**src/design/assert_macros.svh**
```systemverilog
// Assertion helpers shared by the RTL.
`ifndef ASSERT_MACROS_SVH
`define ASSERT_MACROS_SVH

// Same-cycle implication, checked on every rising edge outside reset.
`define ASSERT_IMP(lbl, clk_s, rst_s, ante, cons) \
  lbl: assert property (@(posedge clk_s) disable iff (rst_s) (ante) |-> (cons)) \
    else $error("assertion failed");

// Next-cycle implication, checked on every rising edge outside reset.
`define ASSERT_NXT(lbl, clk_s, rst_s, ante, cons) \
  lbl: assert property (@(posedge clk_s) disable iff (rst_s) (ante) |=> (cons)) \
    else $error("assertion failed");

`endif

```
**src/design/cfasm_mul_step.sv**
```systemverilog
// ----------------------------------------------------------------------------
// cfasm_mul_step
// One bit of the MSB-first shift-and-add multiply, with carry rescale.
// ----------------------------------------------------------------------------
module cfasm_mul_step #(
  parameter int WORD_BITS = 32,
  parameter int STEP_BIT  = 30
) (
  input  logic [WORD_BITS-2:0]                   la,
  input  logic                                   bit_set,
  input  logic [WORD_BITS-2:0]                   acc_in,
  input  logic [$clog2(2*WORD_BITS)-1:0]         limit_in,
  input  logic [WORD_BITS-1:0]                   e_in,
  output logic [WORD_BITS-2:0]                   acc_out,
  output logic [$clog2(2*WORD_BITS)-1:0]         limit_out,
  output logic [WORD_BITS-1:0]                   e_out,
  output logic                                   wrap_out
);

  localparam int W     = WORD_BITS;
  localparam int LIM_W = $clog2(2*WORD_BITS);

  logic [LIM_W-1:0] sh;
  logic [W-2:0]     t;
  logic [W-1:0]     sum;
  logic [W-1:0]     e_inc;

  always_comb begin
    sh    = limit_in - LIM_W'(STEP_BIT);
    t     = (sh >= LIM_W'(W)) ? '0 : (la >> sh);
    sum   = {1'b0, acc_in} + {1'b0, t};
    e_inc = e_in + W'(1);
    acc_out   = acc_in;
    limit_out = limit_in;
    e_out     = e_in;
    wrap_out  = 1'b0;
    if (bit_set) begin
      if (sum[W-1]) begin
        // carry past the top: halve both and rescale
        acc_out   = (acc_in >> 1) + (t >> 1);
        limit_out = limit_in + LIM_W'(1);
        e_out     = e_inc;
        wrap_out  = !e_in[W-1] && e_inc[W-1];
      end else begin
        acc_out = sum[W-2:0];
      end
    end
  end

endmodule

```
**config.mk**
```make
export PLATFORM = sky130hd
export DESIGN_NAME = cfasm_mul_step
export DESIGN_NICKNAME = d
export VERILOG_FILES = /design/src/design/assert_macros.svh /design/src/design/cfasm_mul_step.sv
export SDC_FILE = /design/constraint.sdc
export NUM_CORES = 1
export LEC_CHECK = 0
export ABC_CLOCK_PERIOD_IN_PS = 14400
export BUFFER_PORTS_ARGS = -buffer_cell sky130_fd_sc_hd__buf_4
export CAP_MARGIN = 20
export CORE_AREA = 2 2 129 131
export DETAILED_ROUTE_END_ITERATION = 16
export DIE_AREA = 0 0 131 133
export MAX_ROUTING_LAYER = met4
export PLACE_DENSITY = 0.68
export SLEW_MARGIN = 20
export SYNTH_ARGS = -nofsm -noshare
export SYNTH_HDL_FRONTEND = slang
export SYNTH_SLANG_ARGS = --single-unit
```
**constraint.sdc**
```tcl
create_clock -name vclk -period 14.4
set_clock_uncertainty 0.1 [all_clocks]
set_input_delay 2.88 -clock vclk [all_inputs]
set_output_delay 2.88 -clock vclk [all_outputs]
set_load 0.02 [all_outputs]
```
==> run metrics <==
largest net degree at the start of global routing=between 40 and 50; DRT Wirelength=22,800 um; kind of critical path=in2out; minimum clock period=~12 ns; area leader, netlist=a21oi_1; Core Region=between 15,000 and 20,000 um2; MaxCap Viol Count=0; status=complete, no violations; Final Wtd Congestion=1.08; fmax=approximately 87 MHz; crit path setup slack, layout=~2.9 ns; Hold-fix buffers, CTS=0; first-pass GRT wire length=about 35,000 um; relative slew slack=0.373; Critical Path End Type=primary output; power per cell area=between 50 and 60 nW/um2; Post-Syn Area=~5600 um2; ANT cells=0; via count=6,860; TNS Setup=0 ns; initial antenna violation count=0; drt via density=around 5.9; Yosys cell types=between 60 and 70; synthesis warning total=0; Die X=around 130 um; critical path arrival=approximately 8.5 ns; Worst-Margin Slew=between 0.9 and 1 ns; Die H=133 um; Seq Cell Count=0; register area=0 um2; share of the synthesized area in the top cell type=0.0821; Initial Util=0.343; Antenna Nets Post-Route=0; period utilization=0.800; nets=around 1.1k; worst vdd ir=between 0.02 and 0.025 mV; vias in the first global route=6,374; DRT Pass-1 Iters=7; clkbuf count=0; RSZ-0062 raised after global routing=no; GRT Total Usage=0.258; CP Launch Type=primary input; WP data required=roughly 11 ns; top cells by area, synth=a21oi_1, ha_1, mux4_2; Filler Cells Inserted=around 1.7k; Layout area overhead=23.6%; Setup violations, final=0; Mapped Nets=roughly 980; worst hold path class=in2out; Iter 0 DRT Violations=roughly 700; Hold Vio Cnt, Final=0; Post-Place Worst Slack=a little under 3 ns; share of layout cells above drive strength 1=0.238; port bufs=between 150 and 200; post-DP HPWL=roughly 19,000 um; Final Max Slew Viols=0; post-CTS setup buffer count=0; die area=approximately 17,000 um2; Post-Syn Area per Cell=approximately 6.6 um2; GRT overflow=0; post-cts repair resize count=0; wire length per cell=about 20 um; FP Rows=between 40 and 50; Leak=between 2 and 3 nW; DRC viols=0; Syn Inst Count=between 800 and 900; Top Ports=between 150 and 200; worst-path maximum fanout=40; register area share after synthesis=0
==> critical path, cell delays in order <==
cell and delay (ns):
buf_4 0.43, ha_1 0.44, inv_2 0.49, mux2i_1 0.26, mux2i_1 0.19, inv_1 0.07
o22ai_1 0.25, ha_1 0.28, inv_1 0.09, fa_1 0.54, a21oi_2 0.28, o21ai_2 0.11
a2111oi_4 0.90, nor2_2 0.36, nand2_1 0.44, o221ai_1 0.27, buf_4 0.24
==> cell usage after synthesis (all sizes together), types with 3 or more instances <==
| master | instances |
|---|---|
| or3 | 8 |
| a21oi | 92 |
| inv | 23 |
| nor2b | 8 |
| mux4 | 20 |
| mux2i | 27 |
| nand4 | 29 |
| and4 | 5 |
| o22ai | 12 |
| nor3 | 24 |
| o31ai | 3 |
| and3 | 6 |
| clkbuf | 35 |
| nand3 | 19 |
| mux2 | 10 |
| a21o | 20 |
| a31o | 4 |
| a31oi | 6 |
| nor2 | 115 |
| o21ai | 56 |
| xnor2 | 43 |
| nand2 | 90 |
| a211oi | 6 |
| nor4 | 4 |
| xor2 | 49 |
| and2 | 5 |
| o221ai | 16 |
| ha | 36 |
| o21bai | 3 |
| o211ai | 5 |
| o21a | 5 |
| buf | 28 |
| a221oi | 9 |
==> placed cells by master (no fill, tap or decap), types with 5 or more instances in the layout <==
master    netlist  routed
o221ai_1       16      16
a211oi_1        6       6
a21o_1         20      20
nor2b_1         8       8
o21ai_0        51      51
mux4_2         20      20
or3_1           7       7
nand3_1        18      18
a21oi_1        91      90
inv_1          22      22
and3_1          6       6
buf_4           8     174
a31oi_1         6       6
xnor2_1        42      42
mux2i_1        27      27
a221oi_1        9       9
nand2_1        89      89
and2_1          5       5
ha_1           36      36
nor2_1        114     114
o21a_1          5       5
o22ai_1        12      12
xor2_1         49      49
nand4_1        29      29
nor3_1         24      24
mux2_2         10      10
==> area by class of cell <==
type / count / area [um2] / share of cell area
inverter: 24 / 90.1 / 0.0131
timing repair buffer: 175 / 1320 / 0.193
tap: 220 / 275 / 0.0401
multi-input combinational: 753 / 5170 / 0.754
==> where the power goes <==
part | switching (mW) | internal [mW]
combinational | 0.221 | 0.141
clock | 0 | 0
sequential | 0 | 0
total | 0.221 | 0.141
==> final timing paths <==
| kind | from | endpoint | slack, ns | cells past startpoint |
|---|---|---|---|---|
| setup / recovery | limit_in[1] | acc_out[18] | 2.88 | 17 |
| hold / removal | e_in[30] | e_out[30] | 5.96 | 3 |
==> metal layers <==
| metal | global-route usage | wire [um] | vias up |
|---|---|---|---|
| li1 | - | - | 3313 |
| met3 | 0.00890 | 1430 | 50 |
| met2 | 0.415 | 10600 | 314 |
| met5 | - | 0 | - |
| met1 | 0.354 | 9920 | 3183 |
| met4 | 0.0727 | 855 | 0 |
==> cell families (layout without fill, tap and decap cells) <==
kind of cell	count (synthesis)	in the layout	share of synthesized area
AND/OR/NAND/NOR	318	318	0.265
AO/OA/AOI/OAI	248	248	0.281
XOR/XNOR	92	92	0.147
buffers and inverters	87	199	0.0683
multiplexers	57	57	0.150
adder cells (fa/ha/maj)	38	38	0.0884
==> metrics by stage <==
step / hold WS (ns) / utilization / instances / cell area, um2 / total power, mW
2_1_floorplan: 5.76 / - / 840 / 5550 / 0.234
3_3_place_gp: 5.96 / 0.423 / 1171 / 6840 / 0.354
3_5_place_dp: 5.96 / 0.424 / 1172 / 6860 / 0.353
4_1_cts: 5.96 / 0.424 / 1172 / 6860 / 0.354
5_1_grt: 5.97 / 0.424 / 1172 / 6860 / 0.388
6_report: 5.96 / 0.424 / 1172 / 6860 / 0.362
Power figures use the tool's default switching activity.
